**config.mk**
```make
export PLATFORM = sky130hd
export DESIGN_NAME = tpr_mul
export DESIGN_NICKNAME = d
export VERILOG_FILES = /design/src/hw/rtl/tpr_pkg.sv /design/src/hw/rtl/tpr_mul.sv
export SDC_FILE = /design/constraint.sdc
export NUM_CORES = 2
export LEC_CHECK = 0
export BUFFER_PORTS_ARGS = -buffer_cell sky130_fd_sc_hd__buf_2
export CORE_ASPECT_RATIO = 2
export CORE_MARGIN = 5
export CORE_UTILIZATION = 60
export CTS_BUF_LIST = sky130_fd_sc_hd__clkbuf_4
export DETAILED_ROUTE_END_ITERATION = 10
export GPL_TIMING_DRIVEN = 1
export PLACE_DENSITY_LB_ADDON = 0.05
export SKIP_LAST_GASP = 1
export SLEW_MARGIN = 20
export SYNTH_ARGS = -nofsm -noshare
export SYNTH_HDL_FRONTEND = slang
export SYNTH_SLANG_ARGS = --single-unit
```
**constraint.sdc**
```tcl
create_clock -name clk -period 9 [get_ports clk]
set_clock_uncertainty 0.05 [all_clocks]
set_input_delay 1.8 -clock clk [delete_from_list [all_inputs] [get_ports clk]]
set_output_delay 1.8 -clock clk [all_outputs]
set_load 0.005 [all_outputs]
```
**src/hw/rtl/tpr_pkg.sv**
```systemverilog
// Package for the two-pole resonator: widths, fixed-point constants,
// multiplier mode codes and the multiplier request struct.
// No dependencies.
package tpr_pkg;

  localparam int SAMPLE_W    = 24;
  localparam int HIST_W      = 32;
  localparam int FREQ_W      = 18;
  localparam int DECAY_W     = 16;
  localparam int RATE_W      = 18;
  localparam int OUT_W       = 23;
  localparam int COEF_W      = 32;
  localparam int IN_TDATA_W  = 64;
  localparam int OUT_TDATA_W = 24;

  localparam logic [RATE_W-1:0] RATE_RESET = 18'd48000;

  localparam logic [63:0] ONE_Q60    = 64'h1000_0000_0000_0000;
  localparam logic [63:0] TWO_PI_Q60 = 64'h6487_ED51_10B4_611A;

  localparam logic signed [63:0] OUT_LIMIT = 64'sd2621440;
  localparam logic signed [OUT_W-1:0] OUT_HI = 23'sd2621440;
  localparam logic signed [OUT_W-1:0] OUT_LO = -23'sd2621440;

  localparam logic signed [63:0] HIST_MAX = 64'sd2 ** (HIST_W - 1) - 64'sd1;
  localparam logic signed [63:0] HIST_MIN = -HIST_MAX - 64'sd1;

  // multiplier modes
  localparam logic [1:0] MUL_Q60 = 2'd0;  // unsigned, (a*b) >> 60
  localparam logic [1:0] MUL_S30 = 2'd1;  // signed, rounded half away, >> 30
  localparam logic [1:0] MUL_S31 = 2'd2;  // signed, rounded half away, >> 31

  typedef struct packed {
    logic       start;
    logic [1:0] mode;
  } mul_req_t;

endpackage

```
**src/hw/rtl/tpr_mul.sv**
```systemverilog
// Shared 64x64 multiplier built from one 32x32 multiplier over four
// partial products, with a selectable shift and rounding. Uses tpr_pkg.
module tpr_mul (
  input  logic              clk,
  input  logic              rst,
  input  tpr_pkg::mul_req_t req,
  input  logic [63:0]       a,
  input  logic [63:0]       b,
  output logic              done,
  output logic [63:0]       res
);
  import tpr_pkg::*;

  logic         busy;
  logic [2:0]   cnt;
  logic [63:0]  ua, ub;
  logic         neg;
  logic [1:0]   mode;
  logic [127:0] acc;
  logic [63:0]  pp;
  logic [1:0]   pp_off;
  logic [31:0]  a_part, b_part;
  logic [127:0] pp_sh, rounded, rnd_add;
  logic [63:0]  mag;
  logic         sgn_in;

  assign sgn_in = (req.mode != MUL_Q60);
  assign a_part = cnt[1] ? ua[63:32] : ua[31:0];
  assign b_part = cnt[0] ? ub[63:32] : ub[31:0];
  assign pp_sh  = {64'd0, pp} << {pp_off, 5'd0};

  always_comb begin
    case (mode)
      MUL_S30: rnd_add = 128'd1 << 29;
      MUL_S31: rnd_add = 128'd1 << 30;
      default: rnd_add = 128'd0;
    endcase
    rounded = acc + rnd_add;
    case (mode)
      MUL_S30: mag = rounded[93:30];
      MUL_S31: mag = rounded[94:31];
      default: mag = rounded[123:60];
    endcase
  end

  always_ff @(posedge clk) begin
    if (rst) begin
      busy <= 1'b0;
      cnt  <= '0;
      done <= 1'b0;
    end else begin
      done <= 1'b0;
      if (req.start) begin
        busy <= 1'b1;
        cnt  <= '0;
        acc  <= '0;
        mode <= req.mode;
        ua   <= (sgn_in && a[63]) ? (64'd0 - a) : a;
        ub   <= (sgn_in && b[63]) ? (64'd0 - b) : b;
        neg  <= sgn_in && (a[63] ^ b[63]);
      end else if (busy) begin
        if (cnt < 3'd4) begin
          pp     <= a_part * b_part;
          pp_off <= 2'(cnt[1]) + 2'(cnt[0]);
        end
        if (cnt != 3'd0 && cnt <= 3'd4) begin
          acc <= acc + pp_sh;
        end
        if (cnt == 3'd5) begin
          res  <= neg ? (64'd0 - mag) : mag;
          done <= 1'b1;
          busy <= 1'b0;
        end
        cnt <= cnt + 3'd1;
      end
    end
  end

endmodule

```
==> run metrics, run 1 <==
cts hold-fix bufs 0; post-synthesis cell count 6,941; Seq/Total Area, Yosys 18.7%; placed wire-length estimate 225,000 µm; H-tree levels 3; outcome stopped before the end; dpl ws -0.241 ns; Post CTS Setup Buffer Count 0; Syn. warnings 0; total track usage 51.2%; worst-case clock buffer depth 3; Initial Util 60.3%; pin count of the biggest net entering global routing 76; Run Error [ERROR GRT-0116] Global routing finished with congestion. Check the congestion regions in the DRC Viewer.; width of the die 238 µm; Final GP Congestion 1.19; Num CTS Buffers 92; first-pass GRT wire length 412,000 µm; # rows 167; I/O pin total 198; Yosys reg bits 390; Synth Flop Type edfxtp_1; asr flop ratio synth 0%; CTS sink count 390; Netlist cell types 99; failing step 5_1_grt; GRT overflow 7; Buffers on Ports 197; vias in the first global route 63,339; Die Span Y 466 µm; Post-Syn Area 0.0623 mm²; Post-synth EDFFs 385; syn_area_per_cell 8.98 µm²; CTS root buf clkbuf_4; post-synthesis net count 8,368
-- cells by family after synthesis --
kind of cell | share of synthesized area (%)
flip-flops | 18.7
XOR/XNOR | 6.15
AO/OA/AOI/OAI | 10.5
buffers and inverters | 8.07
adder cells (fa/ha/maj) | 36.8
AND/OR/NAND/NOR | 16.9
multiplexers | 2.88
-- routing by layer --
| layer | global-route usage [%] | overflow |
|---|---|---|
| met3 | 17.9 | 0 |
| met1 | 43.4 | 0 |
| met4 | 63.0 | 3 |
| met2 | 83.4 | 4 |
| met5 | 0 | 0 |
-- metrics by stage --
step	TNS (ns)	instance area, µm²	std cells	util (%)
after floorplan	0	62300	6941	-
after CTS	0	68800	8721	66.5
after detailed placement	-0.241	67500	8551	65.2
after global placement	-0.318	67500	8551	65.2
-- what timing repair did --
item,4_1_cts
cloned,0
endpoints found under the setup margin,2
resized for setup,2
-- synthesized netlist by cell type, types with 10 or more instances --
master	count	area, µm²
o41ai_1	17	149
a21oi_1	293	1470
nor2_1	920	3450
nor2b_1	77	482
a221o_1	19	190
o21bai_1	39	293
nand4_1	113	707
and2_1	53	332
buf_1	10	37.5
or4_1	23	173
nor3_1	97	485
mux2i_1	97	971
a31oi_1	39	244
nand3_1	78	390
xor2_1	184	1610
o21ai_0	204	1020
xnor2_1	254	2220
or2_2	15	93.8
a22o_1	37	324
fa_1	898	18000
a221oi_1	24	210
ha_1	396	4950
mux2_2	73	822
nor4_1	64	400
o21a_1	35	263
and3_1	38	238
a21boi_0	14	105
a21o_1	112	841
inv_1	969	3640
edfxtp_1	385	11600
a211oi_1	21	158
and4_1	20	175
or3_1	22	138
clkbuf_1	309	1160
nand2_1	734	2760
nand2b_1	33	206
o31ai_1	44	330
==> run 2, diff against run 1 <==
--- a/config.mk
+++ b/config.mk
@@ -6,13 +6,11 @@
 export NUM_CORES = 2
 export LEC_CHECK = 0
 export BUFFER_PORTS_ARGS = -buffer_cell sky130_fd_sc_hd__buf_2
-export CORE_ASPECT_RATIO = 2
 export CORE_MARGIN = 5
-export CORE_UTILIZATION = 60
-export CTS_BUF_LIST = sky130_fd_sc_hd__clkbuf_4
+export CORE_UTILIZATION = 40
 export DETAILED_ROUTE_END_ITERATION = 10
 export GPL_TIMING_DRIVEN = 1
-export PLACE_DENSITY_LB_ADDON = 0.05
+export PLACE_DENSITY_LB_ADDON = 0.15
 export SKIP_LAST_GASP = 1
 export SLEW_MARGIN = 20
 export SYNTH_ARGS = -nofsm -noshare
==> constraint.sdc (replaced) <==
create_clock -name clk -period 11.7 [get_ports clk]
set_clock_uncertainty 0.05 [all_clocks]
set_input_delay 2.34 -clock clk [delete_from_list [all_inputs] [get_ports clk]]
set_output_delay 2.34 -clock clk [all_outputs]
set_load 0.005 [all_outputs]
==> run 2 against run 1 <==
Against the previous run:
- the run now ends clean
- synthesized area did not move
- synthesized cell count did not move
==> run metrics, run 2 <==
WHS Path Cells 2; Netlist cell types 99 (unchanged); area grow syn2layout 8.29%; outcome completed (was stopped before the end); WL met2 107,000 µm; area fraction of the dominant cell type after synthesis 28.8% (unchanged); min Tclk post-route 10.08 ns; CP peak stage delay 0.88 ns; clock transition at the registers of the reported paths 0.07 ns; most used cell, CP fa_1; Buffers on Ports 197 (unchanged); CORE AREA 0.155 mm²; Initial Util 40.3% (was 60.3%); Slew HR 26.4%; placed wire-length estimate 187,000 µm (was 225,000 µm); total track usage 28.0%; Seq/Total Area, Yosys 18.7% (unchanged); Final GP Congestion 0.972 (was 1.19); DIE AREA 0.164 mm²; actual slew at the worst max-slew pin 1.08 ns; pin count of the biggest net entering global routing 82; Worst Path Class, Setup reg2reg; post-synthesis net count 8,368 (unchanged); dominant cells by area after synthesis fa_1 (29%), edfxtp_1 (19%), ha_1 (7.9%) (unchanged); # setup viols final 0; DRC 0; Tcrit/Tclk final 86.1%; synth cell count leaders inv_1 (969), nor2_1 (920), fa_1 (898) (unchanged); H-tree levels 2 (was 3); worst r2r src cnt[0]$_SDFFE_PN0P_; Largest Register acc; Num CTS Buffers 51 (was 92); wire per inst 25.6 µm; WHS Endpoint busy$_SDFF_PP0_; Layout Nets 8,391; worst hold path type reg2reg; top-count cell post-synth inv_1 (unchanged); CTS resizes 0 (was 2); initial antenna violation count 5; Max Freq 0.0992 GHz; area leader, netlist fa_1 (unchanged); critical path required time 12.06 ns; Critical Path AT 10.44 ns; Post-Syn Area 0.0623 mm² (unchanged); Syn. warnings 0 (unchanged); Die Span Y 405 µm (was 466 µm); worst skew pair latency 0.70 ns; CTS sink count 390 (unchanged); initial DRC count 4,067; antenna-violating nets left 0; Synth Flop Type edfxtp_1 (unchanged); asr flop ratio synth 0% (unchanged); Yosys reg bits 390 (unchanged); Pins Over Slew Limit 0; commonest non-fill, non-tap cell in the layout inv_1; crit path max fanout 29; slowest CP cell mux2i_2; RSZ-0062 raised after global routing false; Worst R2R Setup Slack 1.62 ns; MaxCap Viol Count 0; hold_sp busy$_SDFF_PP0_; Worst R2R End pp[57]$_DFFE_PP_; GRT overflow 0; syn_area_per_cell 8.98 µm² (unchanged); width of the die 405 µm (was 238 µm); DR pass1 iterations 5; cts hold-fix bufs 0 (unchanged); Final Hold Violating Endpoints 0; vias in the first global route 52,869; CTS tree done; post-synthesis cell count 6,941 (unchanged); Post-synth EDFFs 385 (unchanged); setup_tns 0 ns; Routed WL 231,000 µm; Via density 5.63; first-pass GRT wire length 343,000 µm; CTS root buf clkbuf_16 (was clkbuf_4); # rows 144 (was 167); Crit. End Element flop; CP startpoint kind flop; layout cell share with drive strength beyond 1 8.30%; commonest cells after routing, fill and taps aside inv_1 (969), nor2_1 (917), fa_1 (898), nand2_1 (734), ha_1 (395); Met3 Wirelength 17,100 µm; worst-case clock buffer depth 3 (unchanged); Post CTS Setup Buffer Count 0 (unchanged); routed vias 50,974; Top Layer Used met5; M1 WL 92,500 µm; worst r2r path cells 29; max FFs per register 124; I/O pin total 198 (unchanged)
-- run 2: worst max-delay path: cells and delay by family (launching register included) --
family / cells / cell delay [ns]
adders and majority gates: 9 / 4.58
AOI/OAI and AO/OA: 8 / 2.05
buffers and inverters: 7 / 0.98
and+or+nand+nor: 3 / 0.28
DFF: 1 / 0.79
muxes: 1 / 0.88
xor gates and xnor gates: 1 / 0.08
-- run 2: how the worst max path moves through the flow --
stage	startpoint	end	slack, ns	depth (start not counted)
floorplan	req[2]	mode[0]$_DFFE_PP_	2.30	3
global placement	cnt[0]$_SDFFE_PN0P_	pp[58]$_DFFE_PP_	1.71	25
detailed placement	cnt[0]$_SDFFE_PN0P_	pp[58]$_DFFE_PP_	1.64	25
CTS	cnt[0]$_SDFFE_PN0P_	pp[58]$_DFFE_PP_	1.62	25
global route	cnt[0]$_SDFFE_PN0P_	pp[58]$_DFFE_PP_	1.23	26
finish	cnt[0]$_SDFFE_PN0P_	pp[57]$_DFFE_PP_	1.62	29
-- run 2: kinds of logic (layout without fill, tap and decap cells) --
group	count (synthesis)	after routing	synth area share, %
adder cells (fa/ha/maj)	1294	1294	36.8
AND/OR/NAND/NOR	2336	2336	16.9
AO/OA/AOI/OAI	1005	1005	10.5
XOR/XNOR	438	438	6.15
buffers and inverters	1308	1371	8.07
flip-flops	390	390	18.7
multiplexers	170	170	2.88
other	0	3	0
-- run 2: area by class of cell --
type	count	area, µm²
clock inverters	39	478
clock buffers	54	1290
fillers	15424	87100
inverters	970	3640
multi-input cells	5243	46000
diodes	3	7.51
repair buffers	308	1870
well taps	2044	2560
flip-flops and latches	390	11700
-- run 2: per-stage QoR --
step	area, µm²	util (%)	hold slack [ns]	cells	setup slack (ns)
after floorplan	62300	-	0.459	6941	2.30
after global placement	65700	42.5	0.568	8954	1.71
after detailed placement	65700	42.5	0.597	8954	1.64
after CTS	67500	43.6	0.605	9047	1.62
after global routing	67500	43.7	0.637	9048	1.23
final	67500	43.7	0.605	9051	1.62
-- run 2: layer usage --
layer	vias to the layer above	GRT usage [%]
met5	-	0
met4	4	13.6
met3	486	4.89
met2	2148	46.6
met1	25439	35.5
li1	22897	-
Power of run 2 is not shown: default switching activity piles up to over one toggle a cycle in this logic, so the estimate is an artifact.
