**src/hw/rtl/tpr_pkg.sv**
```systemverilog
// Package for the two-pole resonator: widths, fixed-point constants,
// multiplier mode codes and the multiplier request struct.
// No dependencies.
package tpr_pkg;

  localparam int SAMPLE_W    = 24;
  localparam int HIST_W      = 32;
  localparam int FREQ_W      = 18;
  localparam int DECAY_W     = 16;
  localparam int RATE_W      = 18;
  localparam int OUT_W       = 23;
  localparam int COEF_W      = 32;
  localparam int IN_TDATA_W  = 64;
  localparam int OUT_TDATA_W = 24;

  localparam logic [RATE_W-1:0] RATE_RESET = 18'd48000;

  localparam logic [63:0] ONE_Q60    = 64'h1000_0000_0000_0000;
  localparam logic [63:0] TWO_PI_Q60 = 64'h6487_ED51_10B4_611A;

  localparam logic signed [63:0] OUT_LIMIT = 64'sd2621440;
  localparam logic signed [OUT_W-1:0] OUT_HI = 23'sd2621440;
  localparam logic signed [OUT_W-1:0] OUT_LO = -23'sd2621440;

  localparam logic signed [63:0] HIST_MAX = 64'sd2 ** (HIST_W - 1) - 64'sd1;
  localparam logic signed [63:0] HIST_MIN = -HIST_MAX - 64'sd1;

  // multiplier modes
  localparam logic [1:0] MUL_Q60 = 2'd0;  // unsigned, (a*b) >> 60
  localparam logic [1:0] MUL_S30 = 2'd1;  // signed, rounded half away, >> 30
  localparam logic [1:0] MUL_S31 = 2'd2;  // signed, rounded half away, >> 31

  typedef struct packed {
    logic       start;
    logic [1:0] mode;
  } mul_req_t;

endpackage

```
**src/hw/rtl/tpr_div.sv**
```systemverilog
// Shared restoring divider: 128-bit dividend over a 64-bit divisor, one
// quotient bit per cycle. The quotient must fit 64 bits. Uses tpr_pkg.
module tpr_div (
  input  logic        clk,
  input  logic        rst,
  input  logic        start,
  input  logic [63:0] num_hi,
  input  logic [63:0] num_lo,
  input  logic [63:0] den,
  output logic        done,
  output logic [63:0] quot,
  output logic [63:0] rem
);
  import tpr_pkg::*;

  logic        busy;
  logic [5:0]  cnt;
  logic [63:0] d;
  logic [64:0] trial;
  logic        ge;

  assign trial = {rem, quot[63]};
  assign ge    = (trial >= {1'b0, d});

  always_ff @(posedge clk) begin
    if (rst) begin
      busy <= 1'b0;
      cnt  <= '0;
      done <= 1'b0;
    end else begin
      done <= 1'b0;
      if (start) begin
        busy <= 1'b1;
        cnt  <= '0;
        rem  <= num_hi;
        quot <= num_lo;
        d    <= den;
      end else if (busy) begin
        rem  <= ge ? 64'(trial - {1'b0, d}) : trial[63:0];
        quot <= {quot[62:0], ge};
        cnt  <= cnt + 6'd1;
        if (cnt == 6'd63) begin
          busy <= 1'b0;
          done <= 1'b1;
        end
      end
    end
  end

endmodule
```
**config.mk**
```make
export PLATFORM = sky130hd
export DESIGN_NAME = tpr_div
export DESIGN_NICKNAME = d
export VERILOG_FILES = /design/src/hw/rtl/tpr_pkg.sv /design/src/hw/rtl/tpr_div.sv
export SDC_FILE = /design/constraint.sdc
export NUM_CORES = 1
export LEC_CHECK = 0
export BUFFER_PORTS_ARGS = -buffer_cell sky130_fd_sc_hd__buf_2
export CORE_ASPECT_RATIO = 1.25
export CORE_MARGIN = 3
export CORE_UTILIZATION = 50
export CTS_CLUSTER_SIZE = 10
export DETAILED_ROUTE_END_ITERATION = 8
export PLACE_DENSITY = 0.72
export SYNTH_ARGS = -nofsm -noshare
export SYNTH_HDL_FRONTEND = slang
export SYNTH_SLANG_ARGS = --single-unit
```
**constraint.sdc**
```tcl
create_clock -name clk -period 12.3 [get_ports clk]
set_input_delay 0.615 -clock clk [delete_from_list [all_inputs] [get_ports clk]]
set_output_delay 0.615 -clock clk [all_outputs]
set_load 0.01 [all_outputs]
```
### After elaboration in Yosys (flattened, before gate mapping)

Cells that the tools add are included.
W data, S select, Z words.

* muxes and demuxes: 9
* shifts and indexed selects: 0
* multiply operators: 0
* equal/unequal tests: 1
* $add $sub $neg: 2
* magnitude comparators: 1
* bitwise gates (word level): 2
* reductions and logical operators: 5
* div/mod/pow operators: 0

Operators by type and width (number)
* $mux W64: 5
* $ge A65 B64 Y1: 1
* $sub A64 B64 Y64: 1
* $add A6 B1 Y6 const B: 1
* $eq A6 B6 Y1 const B: 1
* $mux W1: 4
* $reduce_and A2 Y1: 2
* $reduce_or A3 Y1: 1
* $not A1 Y1: 2
* $reduce_bool A2 Y1: 1
* $reduce_or A2 Y1: 1

* memory bits (writable): 0
* output and inout port bits: 129
* memory bits (read-only): 0
* memories: 0
* latch bits: 0
* register bits after elaboration: 200

### Logic depth before layout (Yosys ltp)

Gate-level depths: netlist of the first run.

* word-level depth: 4
* gate-level depth with buffers: 15
* gate-level depth less buffers: 13

### Least setup slack after synthesis of the first run

OpenSTA, ideal clock, no wires.

* kind: in2reg
* start point: in start
* end point: reg quot[0] (enable)
* setup slack: 4814 ps
* data required time: 11682 ps
* path buffers: 3
* library setup time: 618 ps
* stages on the path: 5
* arrival: 6868 ps
* path through: clkbuf_1 > clkbuf_1 > buf_1 > nor2_1 > nor2_1

* cells in the longest elaborated chain, start to end: 2

RTL lines
* start, declared: RTL line tpr_div.sv:6 `input logic start,`
* $reduce_bool A2 Y1 (no line)
* $reduce_and A2 Y1 (no line)
* end signal, assigned: RTL line tpr_div.sv:36 `quot <= num_lo;`
* end signal, assigned: RTL line tpr_div.sv:40 `quot <= {quot[62:0], ge};`
* end, declared: RTL line tpr_div.sv:11 `output logic [63:0] quot,`

Every way passes these cells.
A chain may end at the register's enable or synchronous reset.

### Final worst setup path of the first run

* start point: reg rem[51]
* end point: reg rem[54], data pin

* cells in the longest elaborated chain, start to end: 4
* elaborated cells on any way between the ends: 5

RTL lines
* start, declared: RTL line tpr_div.sv:12 `output logic [63:0] rem`
* start signal, assigned: RTL line tpr_div.sv:35 `rem <= num_hi;`
* start signal, assigned: RTL line tpr_div.sv:39 `rem <= ge ? 64'(trial - {1'b0, d}) : trial[63:0];`
* $sub A64 B64 Y64 or $ge A65 B64 Y1 (tied branches): RTL line tpr_div.sv:39, tpr_div.sv:23
* $mux W64 (*): RTL line tpr_div.sv:39
* $mux W64 (*): RTL line tpr_div.sv:38 `end else if (busy) begin`
* $mux W64 (*): RTL line tpr_div.sv:32 `if (start) begin`

Mark *: on every way between the ends. The rest lies on a longest branch, timed or not. The select of a mux whose other input is x is not followed.

==> results of run 1 <==
power by group:
| group | leakage (nW) | total [W] | switching [W] | internal, W |
|---|---|---|---|---|
| registers | 1.88 | 0.000853 | 0.0000330 | 0.000820 |
| logic | 4.19 | 0.000647 | 0.000389 | 0.000258 |
| clock network | 0.259 | 0.000541 | 0.000266 | 0.000275 |
cells by family (layout without fill, tap and decap cells):
family,Yosys count,in the layout
compound gates,324,324
xor+xnor,56,56
fa+ha+maj,66,66
buf+inv,156,441
flops,200,200
mux,75,75
other cells,0,2
simple gates,368,368
layout by cell type, fill, tap and decap left out, types with 34 or more instances in the layout:
| master | n |
|---|---|
| sky130_fd_sc_hd__o21ai_0 | 46 |
| sky130_fd_sc_hd__inv_1 | 79 |
| sky130_fd_sc_hd__nand2_1 | 151 |
| sky130_fd_sc_hd__nand4_1 | 34 |
| sky130_fd_sc_hd__a21oi_1 | 88 |
| sky130_fd_sc_hd__edfxtp_1 | 192 |
| sky130_fd_sc_hd__a31oi_1 | 45 |
| sky130_fd_sc_hd__buf_2 | 322 |
| sky130_fd_sc_hd__a21o_1 | 39 |
| sky130_fd_sc_hd__ha_1 | 65 |
| sky130_fd_sc_hd__mux2_2 | 68 |
| sky130_fd_sc_hd__nor2_1 | 94 |
routing by layer:
metal / vias up / share of wire (%) / track usage, %
li1: 5110 / - / -
met1: 5017 / 39 / 31.1
met2: 438 / 50 / 45.7
met3: 62 / 8.1 / 6.86
met4: 6 / 2.5 / 7.91
met5: - / 0.079 / 0
area by class of cell:
class / count / area, µm² / area share (%)
antenna: 2 / 5.00 / 0.0338
sequential: 200 / 5930 / 40.0
tap: 330 / 413 / 2.79
clock inverter: 11 / 88.8 / 0.600
clock buffer: 21 / 462 / 3.12
multi-input combinational: 889 / 5940 / 40.1
timing repair buffer: 329 / 1660 / 11.2
inverter: 80 / 302 / 2.04
worst register-to-register path, stage by stage, from the launching register on:
cell and delay [ns]:
sky130_fd_sc_hd__edfxtp_1 0.42, sky130_fd_sc_hd__ha_1 0.49, sky130_fd_sc_hd__nand4_1 0.18, sky130_fd_sc_hd__or4_1 0.51, sky130_fd_sc_hd__or4_1 0.53, sky130_fd_sc_hd__o31a_1 0.26
sky130_fd_sc_hd__o21ai_2 0.12, sky130_fd_sc_hd__o21ba_2 0.22, sky130_fd_sc_hd__nor2_4 0.19, sky130_fd_sc_hd__nand2_2 0.74, sky130_fd_sc_hd__and3_1 0.54, sky130_fd_sc_hd__a211o_1 0.22
metrics by stage:
stage | power [W] | utilization (%) | area, µm² | instances | hold slack (ns)
after floorplan | 0.00132 | - | 12500 | 1245 | 0.458
after global placement | 0.00150 | 58.1 | 14200 | 1828 | 0.472
after detailed placement | 0.00151 | 58.1 | 14200 | 1828 | 0.510
after CTS | 0.00205 | 60.4 | 14800 | 1860 | 0.322
after global routing | 0.00215 | 60.4 | 14800 | 1861 | 0.322
final | 0.00204 | 60.4 | 14800 | 1862 | 0.339
how the worst max path moves through the flow:
stage	to	cells past startpoint	slack (ns)
2_1_floorplan	quot[0]$_DFFE_PP_	5	4.81
3_3_place_gp	rem[54]$_DFFE_PP_	11	7.77
3_5_place_dp	rem[54]$_DFFE_PP_	11	7.65
4_1_cts	rem[54]$_DFFE_PP_	11	7.64
5_1_grt	rem[54]$_DFFE_PP_	11	7.41
6_report	rem[54]$_DFFE_PP_	11	7.62
registers in the layout, indices dropped and copies added, names as in the netlist:
name  cells
busy      1
cnt       6
d        64
done      1
quot     64
rem      64
==> parameters.txt, run 1 <==
Parameter                              Value

STA
  Slew at the pin closest to its max-slew limit ... between 1 and 1.5 ns
  Highest Clock Rate ... 214 MHz
  Period utilisation layout ... about two fifths
  Total negative setup slack ... 0 ns
  Count of final hold-check violations ... 0
  Unrepaired setup endpoints after global routing ... no
  Time the worst path needs with I/O delays and setup ... 4.68 ns
  Post-route worst setup slack ... roughly 7.6 ns
  Max-slew violation total from the final report ... 0
  Clock skew ... around 0.016 ns
  Number of endpoints failing setup at the final stage ... 0
  Rel. slew slack ... 14.9%

Clocking
  Buffer levels on the longest clock path ... 2
  # Post-CTS Setup Buffers ... 0
  Cts bufs inserted ... 17
  Clock tree root buffer cell ... sky130_fd_sc_hd__clkbuf_16
  TritonCTS clock tree ... built
  Clock net sink count ... 200
  Latest clock arrival within the worst-skew pair ... 0.45 ns
  Clock-pin slew of the registers on the worst-case setup and hold paths ... 0.08 ns
  Number of instances resized during post-cts repair ... 0
  Hold bufs inserted after CTS ... 0
  H-tree depth reported by CTS ... 4

Floorplanning
  I/O pin count ... 324
  Floorplan die area ... around 27,000 µm²
  Die boundary width ... ~150 µm
  Effective utilization at floorplan ... 50.9%
  Core area ... about 25,000 µm²
  Rows ... 64
  Chip height ... 183 µm

Global routing
  Pin count of the biggest net entering global routing ... between 70 and 80
  Aggregate global-route resource usage ... between 20% and 30%
  Number of antenna violations at the first check in global routing ... 4
  Aggregate global routing overflow ... 0
  Vias in the first global route ... 10,500
  First-pass GRT wire length ... 55,500 µm

Place
  Estimated wirelength of the detail-placed design ... approximately 27,000 µm
  Number of buffers inserted by port buffering ... 323
  Global placer's final weighted congestion ... approximately 0.95
  Post-place setup slack ... approximately 7.7 ns

Synth
  Number of warnings issued by yosys ... 0
  Most frequent cells after synthesis ... sky130_fd_sc_hd__edfxtp_1, sky130_fd_sc_hd__nand2_1, sky130_fd_sc_hd__nor2_1
  Fraction of the mapped netlist area in compound gates ... between 15 and 20%
  Area share of the largest cell type after synthesis ... between 40% and 50%
  Portion of netlist area occupied by mux cells ... 6.70%
  Synth Instances ... 1,245
  Count leader, synth ... sky130_fd_sc_hd__edfxtp_1
  Post-Syn Nets ... 1,506
  Main combinational cell family by area after synthesis ... compound AO/OA/AOI/OAI gates
  Synthesized area per cell ... between 10 and 15 µm²
  Most used flip-flop cell after synthesis ... sky130_fd_sc_hd__edfxtp_1
  Area contributors post-synth ... sky130_fd_sc_hd__edfxtp_1, sky130_fd_sc_hd__ha_1, sky130_fd_sc_hd__mux2_2, sky130_fd_sc_hd__nand2_1, sky130_fd_sc_hd__a21oi_1
  Area fraction in and, or, nand and nor cells after synthesis ... a little over an eighth
  Adder-cell area share of the yosys netlist ... under 10%
  Number of distinct library cells after synthesis ... 68
  Cell area after synthesis ... roughly 12,000 µm²
  Async set-reset flop share out of synthesis ... 0%
  Sequential element share of the synthesized area ... a little under half
  Top cell type by total area after synthesis ... sky130_fd_sc_hd__edfxtp_1
  Count of flip-flops with a built-in enable after synthesis ... around 190
  Synthesized flop and latch total ... 200
  Synthesized-area fraction occupied by xor and xnor cells ... 3.93%

Worst setup path
  Setup crit end kind ... flip-flop
  End of the worst register-to-register path ... rem[54]$_DFFE_PP_
  Critical setup path kind ... reg -> reg
  Largest incremental delay on the critical path ... about 0.74 ns
  Slowest library cell on the worst path ... sky130_fd_sc_hd__nand2_2
  Depth of the worst register-to-register path ... 11
  Reg-to-reg critical path startpoint ... rem[51]$_DFFE_PP_
  CP max FO ... between 50 and 60
  Family with the most delay on the worst path ... simple AND/OR/NAND/NOR gates
  Most numerous cell on the critical path ... sky130_fd_sc_hd__or4_1
  Worst reg-to-reg setup slack ... approximately 7.6 ns
  Kind of start point of the critical path ... flip-flop
  List of cells traversed by the critical path ... ha_1 > nand4_1 > or4_1 > or4_1 > o31a_1 > o21ai_2 > o21ba_2 > nor2_4 > nand2_2 > and3_1 > a211o_1
  Worst path arrival time ... 4.87 ns
  Buffers plus inverters on the worst setup path ... 0
  Critical path data required time ... 12.49 ns
  Worst setup startpoint ... rem[51]$_DFFE_PP_

Route
  Post-detailed-route via-to-cell ratio ... about 5.7
  Drt total wl ... 35,600 µm
  Number of detailed-routing iterations run before antenna repair ... 5
  Number of DRC markers after the initial detailed-route iteration ... between 800 and 900
  Number of routed nets with antenna violations ... 0
  Total number of vias ... around 11,000
  DRC errors left ... 0
  Avg WL per Cell ... around 19 µm

Outcome
  Status ... completed

Hold path
  WHS Endpoint ... d[32]$_DFFE_PP_
  Hold path startpoint ... den[32]
  Worst min-delay path category ... in -> reg
  Number of instances on the worst hold path ... 1

Layout
  Fraction of layout cells with a size suffix above 1 ... between 20% and 30%
  Fillers ... about 2,100
  Synth-to-Final Area Change ... 18.6%
  # nets final ... 1,778

Pwr
  Areal power density over the cells ... around 140 nW/µm²
  Total leakage power ... between 6 and 7 nW
  Worst IR Drop VDD ... 0.0961 mV

Run
  Number of max-cap violations ... 0
Note: power is estimated with default switching activity, not from simulation.
==> inputs of run 2 (changes only) <==
CORE_UTILIZATION = 49   (was 50)
PLACE_DENSITY = 0.74   (was 0.72)
clock period = 3.9 ns   (was 12.3 ns; I/O delays follow)
==> run 2 against run 1 <==
  * Total power increased to 3.3 times the previous value
  * Register-to-register slack got worse by 7.5 ns
  * Cell count increased by 5.9%
  * Critical path depth increased by 4
  * Wire length increased by 9.3%
  * Largest cell class unchanged
==> parameters.txt, run 2 (synthesis results as in run 1) <==
Parameter                              Value

Outcome
  Status ... completed

Place
  Number of buffers inserted by port buffering ... about 320
  Estimated wirelength of the detail-placed design ... 29,600 µm
  Global placer's final weighted congestion ... approximately 0.95

Worst setup path
  Most numerous cell on the critical path ... sky130_fd_sc_hd__o21ai_0
  Buffers plus inverters on the worst setup path ... 3
  Slowest library cell on the worst path ... sky130_fd_sc_hd__fa_1
  Family with the most delay on the worst path ... compound AO/OA/AOI/OAI gates
  Worst path arrival time ... about 4.0 ns
  Kind of start point of the critical path ... flip-flop
  List of cells traversed by the critical path ... inv_1 > ha_1 > fa_1 > nor2b_1 > o21bai_1 > a211oi_1 > o21ai_0 > o21ai_0 > a31oi_1 > o31ai_1 > buf_4 > o21ai_0 > nor4b_1 > buf_4 > nor3b_1
  CP max FO ... 4
  Critical path data required time ... a little over 4 ns
  Critical setup path kind ... reg -> reg
  Worst reg-to-reg setup slack ... roughly 0.08 ns
  Largest incremental delay on the critical path ... 0.41 ns
  Setup crit end kind ... flip-flop

STA
  Unrepaired setup endpoints after global routing ... no
  Max-slew violation total from the final report ... 0
  Number of endpoints failing setup at the final stage ... 0
  Highest Clock Rate ... 262 MHz
  Min Hold Slack ... roughly 0.047 ns
  Clock skew ... roughly 0.0098 ns
  Rel. slew slack ... between 40% and 50%
  Period utilisation layout ... between 90% and 100%
  Slew at the pin closest to its max-slew limit ... between 0.7 and 0.8 ns
  Count of final hold-check violations ... 0
  Total negative setup slack ... 0 ns
  Time the worst path needs with I/O delays and setup ... 3.82 ns

Route
  Avg WL per Cell ... between 15 and 20 µm
  Total number of vias ... 11,200
  DRC errors left ... 0
  Number of detailed-routing iterations run before antenna repair ... 5
  Number of routed nets with antenna violations ... 0
  Number of DRC markers after the initial detailed-route iteration ... ~850
  Drt total wl ... 38,900 µm
  Post-detailed-route via-to-cell ratio ... between 5 and 6

Clocking
  Latest clock arrival within the worst-skew pair ... ~0.45 ns
  Cts bufs inserted ... 17
  Clock tree root buffer cell ... sky130_fd_sc_hd__clkbuf_16
  Clock net sink count ... 200
  Buffer levels on the longest clock path ... 2
  TritonCTS clock tree ... built
  Clock-pin slew of the registers on the worst-case setup and hold paths ... around 0.080 ns
  H-tree depth reported by CTS ... 4

Floorplanning
  Die boundary width ... roughly 150 µm
  Floorplan die area ... between 20,000 and 30,000 µm²
  Core area ... around 25,000 µm²
  Effective utilization at floorplan ... 50.4%
  Rows ... between 60 and 70
  Chip height ... around 180 µm
  I/O pin count ... roughly 320

Layout
  Leading cell types in the layout, fill and taps excluded ... sky130_fd_sc_hd__buf_2, sky130_fd_sc_hd__edfxtp_1, sky130_fd_sc_hd__nand2_1
  Commonest non-fill, non-tap cell in the layout ... sky130_fd_sc_hd__buf_2
  Top Registers ... d x64, quot x64, rem x64
  # nets final ... roughly 1,900
  Core Util, Final ... 64.1%
  Fraction of layout cells with a size suffix above 1 ... about 30%
  Synth-to-Final Area Change ... 27.0%

Pwr
  Areal power density over the cells ... around 420 nW/µm²
  Final Total Pwr ... 0.00668 W
  Total leakage power ... slightly below 7 nW
  Worst IR Drop VDD ... 0.289 mV

Hold path
  Worst min-delay path category ... in -> reg

Global routing
  Number of antenna violations at the first check in global routing ... 2
  Aggregate global-route resource usage ... ~28%
  Aggregate global routing overflow ... 0
  Vias in the first global route ... 11,400
  First-pass GRT wire length ... 60,100 µm
  Pin count of the biggest net entering global routing ... ~130

Run
  Number of max-cap violations ... 0
==> run 2: changes by cell type in the layout (fill, tap and decap cells not counted), moves of 2 or more <==
cell and delta:
sky130_fd_sc_hd__buf_12 +3, sky130_fd_sc_hd__inv_8 +2, sky130_fd_sc_hd__dlygate4sd3_1 +64, sky130_fd_sc_hd__buf_4 +42
sky130_fd_sc_hd__clkbuf_1 -3
==> run 2: area by class of cell <==
type,count,area [µm²]
antenna,1,2.50
clock buffer,17,425
clock inverter,15,138
fill,2026,8890
inverter,80,302
multi-input combinational,889,5950
sequential,200,5930
tap,330,413
timing repair buffer,439,2690
==> run 2: worst paths after layout <==
check | startpoint | to | cells past startpoint
hold reg to reg | cnt[5]$_SDFFE_PP0P_ | cnt[5]$_SDFFE_PP0P_ | 2
hold / removal | num_hi[37] | rem[37]$_DFFE_PP_ | 3
setup reg to reg | quot[63]$_DFFE_PP_ | rem[60]$_DFFE_PP_ | 15
setup / recovery | quot[63]$_DFFE_PP_ | rem[60]$_DFFE_PP_ | 15
==> run 2: metal layers <==
layer  track usage [%]  up-vias  wire (µm)
met5                 0        -         13
met4              12.7        2       1620
met3              6.89       81       3050
met2              48.0      461      19100
li1                  -     5326          -
met1              33.3     5309      15100
==> run 2: worst register-to-register path: stages (launching register included) <==
cell and delay, ns:
sky130_fd_sc_hd__edfxtp_1 0.36, sky130_fd_sc_hd__inv_1 0.06, sky130_fd_sc_hd__ha_1 0.22, sky130_fd_sc_hd__fa_1 0.41, sky130_fd_sc_hd__nor2b_1 0.16, sky130_fd_sc_hd__o21bai_1 0.13, sky130_fd_sc_hd__a211oi_1 0.36, sky130_fd_sc_hd__o21ai_0 0.18
sky130_fd_sc_hd__o21ai_0 0.24, sky130_fd_sc_hd__a31oi_1 0.22, sky130_fd_sc_hd__o31ai_1 0.31, sky130_fd_sc_hd__buf_4 0.18, sky130_fd_sc_hd__o21ai_0 0.16, sky130_fd_sc_hd__nor4b_1 0.35, sky130_fd_sc_hd__buf_4 0.17, sky130_fd_sc_hd__nor3b_1 0.04
==> run 2: per-stage QoR <==
stage / cell area (µm²) / setup WS [ns] / std cells
2_1_floorplan: 12500 / 0.304 / 1245
3_3_place_gp: 14600 / 0.229 / 1872
3_5_place_dp: 14600 / 0.121 / 1872
4_1_cts: 15800 / 0.0984 / 1968
5_1_grt: 15900 / 0.0215 / 1971
6_report: 15900 / 0.0814 / 1971
==> run 2: power by group <==
| group | switching [W] | leakage (nW) | internal (W) |
|---|---|---|---|
| Combinational | 0.00130 | 4.70 | 0.000957 |
| Sequential | 0.000105 | 1.88 | 0.00259 |
| Clock | 0.000889 | 0.271 | 0.000845 |
==> run 2: what timing repair did <==
| action | CTS | global route |
|---|---|---|
| resized for setup | 0 | 4 |
| setup buffers | 0 | 2 |
| setup endpoints to repair | 0 | 21 |
| hold buffers | 64 | 0 |
| endpoints found under the hold margin | 64 | 0 |
==> inputs of run 3 (changes only) <==
ABC_AREA = 1   (was default)
CORE_UTILIZATION = 50   (was 49)
PLACE_DENSITY = 0.73   (was 0.74)
==> run 3 against run 2 <==
  * Wire length increased by 36%
  * Synthesized cell count increased by 79%
  * Count of clock-buffer cells in the layout unchanged
  * First-iteration DRC count increased by 39%
  * Total power increased by 5.0%
  * Area after synthesis increased by 21%
  * Final area increased by 16%
  * Hold slack got worse by 0.045 ns
  * Critical endpoint is now rem[52]$_DFFE_PP_
  * Largest cell class unchanged
  * Clock power increased by 10%
  * Global-route usage increased by 4.4 points
==> parameters.txt, run 3 <==
Parameter                              Value

Outcome
  Status ... completed

Worst setup path
  Worst setup startpoint ... rem[42]$_DFFE_PP_
  Depth of the worst register-to-register path ... 15
  Setup crit end kind ... flip-flop
  List of cells traversed by the critical path ... ha_1 > nand2_1 > nor2_2 > nand2_2 > inv_1 > nand2_1 > nand2_1 > nand2_1 > nand2_1 > nor2_4 > nand2_4 > buf_12 > nand3_2 > nand2_1 > nand2_1
  Critical setup path kind ... reg -> reg
  Reg-to-reg critical path startpoint ... rem[42]$_DFFE_PP_
  Largest incremental delay on the critical path ... 0.53 ns
  Worst reg-to-reg setup slack ... ~0.71 ns
  Critical path data required time ... just over 4 ns
  Most numerous cell on the critical path ... sky130_fd_sc_hd__nand2_1
  CP max FO ... 42
  Worst path arrival time ... roughly 3.4 ns
  Kind of start point of the critical path ... flip-flop
  End of the worst register-to-register path ... rem[52]$_DFFE_PP_
  Slowest library cell on the worst path ... sky130_fd_sc_hd__edfxtp_1

Floorplanning
  Effective utilization at floorplan ... about half
  Rows ... 70
  Chip height ... 200 µm
  Core area ... around 30,000 µm²
  Die boundary width ... between 150 and 200 µm
  I/O pin count ... approximately 320
  Floorplan die area ... roughly 32,000 µm²

STA
  Total negative setup slack ... 0 ns
  Number of endpoints failing setup at the final stage ... 0
  Count of final hold-check violations ... 0
  Rel. slew slack ... between 20% and 30%
  Period utilisation layout ... between 80% and 90%
  Min Hold Slack ... between 0.002 and 0.0025 ns
  Max-slew violation total from the final report ... 0
  Clock skew ... between 0.015 and 0.02 ns
  Post-route worst setup slack ... 0.705 ns
  Highest Clock Rate ... 313 MHz
  Unrepaired setup endpoints after global routing ... no
  Time the worst path needs with I/O delays and setup ... ~3.2 ns
  Slew at the pin closest to its max-slew limit ... approximately 1.1 ns

Global routing
  Vias in the first global route ... approximately 15,000
  Aggregate global-route resource usage ... between 30% and 40%
  Number of antenna violations at the first check in global routing ... 0
  Pin count of the biggest net entering global routing ... 91
  First-pass GRT wire length ... roughly 81,000 µm
  Aggregate global routing overflow ... 0

Synth
  Area share of the largest cell type after synthesis ... a little under two fifths
  Count leader, synth ... sky130_fd_sc_hd__nand2_1
  Most frequent cells after synthesis ... sky130_fd_sc_hd__nand2_1, sky130_fd_sc_hd__inv_1, sky130_fd_sc_hd__edfxtp_1
  Most used flip-flop cell after synthesis ... sky130_fd_sc_hd__edfxtp_1
  Sequential element share of the synthesized area ... around two fifths
  Number of warnings issued by yosys ... 0
  Async set-reset flop share out of synthesis ... 0%
  Synthesized area per cell ... a little under 7 µm²
  Post-Syn Nets ... 2,495
  Area contributors post-synth ... sky130_fd_sc_hd__edfxtp_1, sky130_fd_sc_hd__nand2_1, sky130_fd_sc_hd__inv_1, sky130_fd_sc_hd__ha_1, sky130_fd_sc_hd__nand3_1
  Count of flip-flops with a built-in enable after synthesis ... 192
  Number of distinct library cells after synthesis ... 37
  Synthesized flop and latch total ... 200
  Synth Instances ... about 2,200
  Cell area after synthesis ... around 15,000 µm²
  Top cell type by total area after synthesis ... sky130_fd_sc_hd__edfxtp_1

Route
  Number of DRC markers after the initial detailed-route iteration ... between 1,000 and 1,500
  Drt total wl ... approximately 53,000 µm
  DRC errors left ... 0
  Avg WL per Cell ... 17.5 µm
  Total number of vias ... 15,100
  Post-detailed-route via-to-cell ratio ... between 4 and 5
  Number of detailed-routing iterations run before antenna repair ... 6
  Number of routed nets with antenna violations ... 0

Clocking
  Latest clock arrival within the worst-skew pair ... around 0.46 ns
  Clock net sink count ... 200
  Cts bufs inserted ... 17
  Buffer levels on the longest clock path ... 2
  H-tree depth reported by CTS ... 4
  TritonCTS clock tree ... built
  Clock tree root buffer cell ... sky130_fd_sc_hd__clkbuf_16
  Clock-pin slew of the registers on the worst-case setup and hold paths ... approximately 0.09 ns

Place
  Post-place setup slack ... ~0.71 ns
  Estimated wirelength of the detail-placed design ... between 40,000 and 50,000 µm
  Global placer's final weighted congestion ... 1.02
  Number of buffers inserted by port buffering ... about 320
  Placed inst area ... around 17,000 µm²

Hold path
  Number of instances on the worst hold path ... 3
  Worst min-delay path category ... in -> reg
  Hold path startpoint ... num_lo[7]
  WHS Endpoint ... quot[7]$_DFFE_PP_

Run
  Number of max-cap violations ... 0

Layout
  Total inserted antenna cells ... 0
  Post-route design area ... about 18,000 µm²
  # nets final ... approximately 2,900
  Fraction of layout cells with a size suffix above 1 ... 16.2%
  Commonest non-fill, non-tap cell in the layout ... sky130_fd_sc_hd__nand2_1
  Leading cell types in the layout, fill and taps excluded ... sky130_fd_sc_hd__nand2_1, sky130_fd_sc_hd__inv_1, sky130_fd_sc_hd__buf_2
  Top Registers ... d x64, quot x64, rem x64
  Synth-to-Final Area Change ... 21.8%

Pwr
  Total leakage power ... just over 10 nW
  Areal power density over the cells ... around 380 nW/µm²
  Final Total Pwr ... roughly 0.007 W
  Worst IR Drop VDD ... 0.250 mV
-- run 3: cell count changes in the layout (fill, tap and decap cells not counted), moves of 39 or more --
cell                       previous run  this run
sky130_fd_sc_hd__nand3_1             21       106
sky130_fd_sc_hd__a31oi_1             45         0
sky130_fd_sc_hd__buf_4               49         8
sky130_fd_sc_hd__nand2_1            151      1063
sky130_fd_sc_hd__nand3b_1             1        53
sky130_fd_sc_hd__inv_1               79       423
sky130_fd_sc_hd__mux2_2              68         0
sky130_fd_sc_hd__a21oi_1             88        42
sky130_fd_sc_hd__a21o_1              39         0
-- run 3: where the power goes --
part | switching [W] | internal (W) | leakage, nW
Clock | 0.000972 | 0.000935 | 0.301
Combinational | 0.00158 | 0.000846 | 7.95
Sequential | 0.0000989 | 0.00258 | 1.89
-- run 3: cell families after synthesis --
family / count (synthesis) / synth area share (%)
flops: 200 / 39.2
xor+xnor: 31 / 1.80
compound gates: 56 / 1.93
fa+ha+maj: 66 / 5.51
simple gates: 1397 / 38.4
buf+inv: 484 / 13.2
-- run 3: final cells by class --
cell class | count | area [µm²]
Multi-Input combinational cell | 1550 | 7220
Inverter | 438 | 1650
Fill cell | 2883 | 11100
Timing Repair Buffer | 409 | 2500
Clock buffer | 17 | 425
Clock inverter | 15 | 198
Tap cell | 396 | 495
Sequential cell | 200 | 5930
-- run 3: how the worst max path moves through the flow --
stage | endpoint | slack (ns) | cells past startpoint
final | rem[52]$_DFFE_PP_ | 0.71 | 15
after detailed placement | rem[55]$_DFFE_PP_ | 0.71 | 15
after floorplan | d[0]$_DFFE_PP_ | 0.11 | 4
after global placement | rem[55]$_DFFE_PP_ | 0.72 | 15
after global routing | rem[55]$_DFFE_PP_ | 0.52 | 15
after CTS | rem[52]$_DFFE_PP_ | 0.68 | 15
-- run 3: per-layer routing --
layer / global-route usage (%) / up-vias / share of wire (%)
met5: 0 / - / 0
met2: 56.9 / 591 / 49
met3: 4.87 / 121 / 6.0
met1: 37.7 / 6834 / 39
met4: 17.7 / 0 / 6.3
li1: - / 7570 / -
-- run 3: worst max-delay path, delay by kind of cell, from the launching register on --
family,cells,cell delay [ns]
buf+inv,2,0.37
simple gates,12,1.54
fa+ha+maj,1,0.49
flops,1,0.53
-- run 3: through the flow --
stage	cells	utilization (%)
2_1_floorplan	2234	-
3_3_place_gp	2918	57.7
3_5_place_dp	2918	57.7
4_1_cts	3025	62.4
5_1_grt	3025	62.4
6_report	3025	62.4
-- run 3: repair_timing --
action	CTS	global route
hold buffers	75	0
gates resized for setup	0	0
hold endpoints to repair	75	0
setup buffers	0	0
setup endpoints to repair	0	0
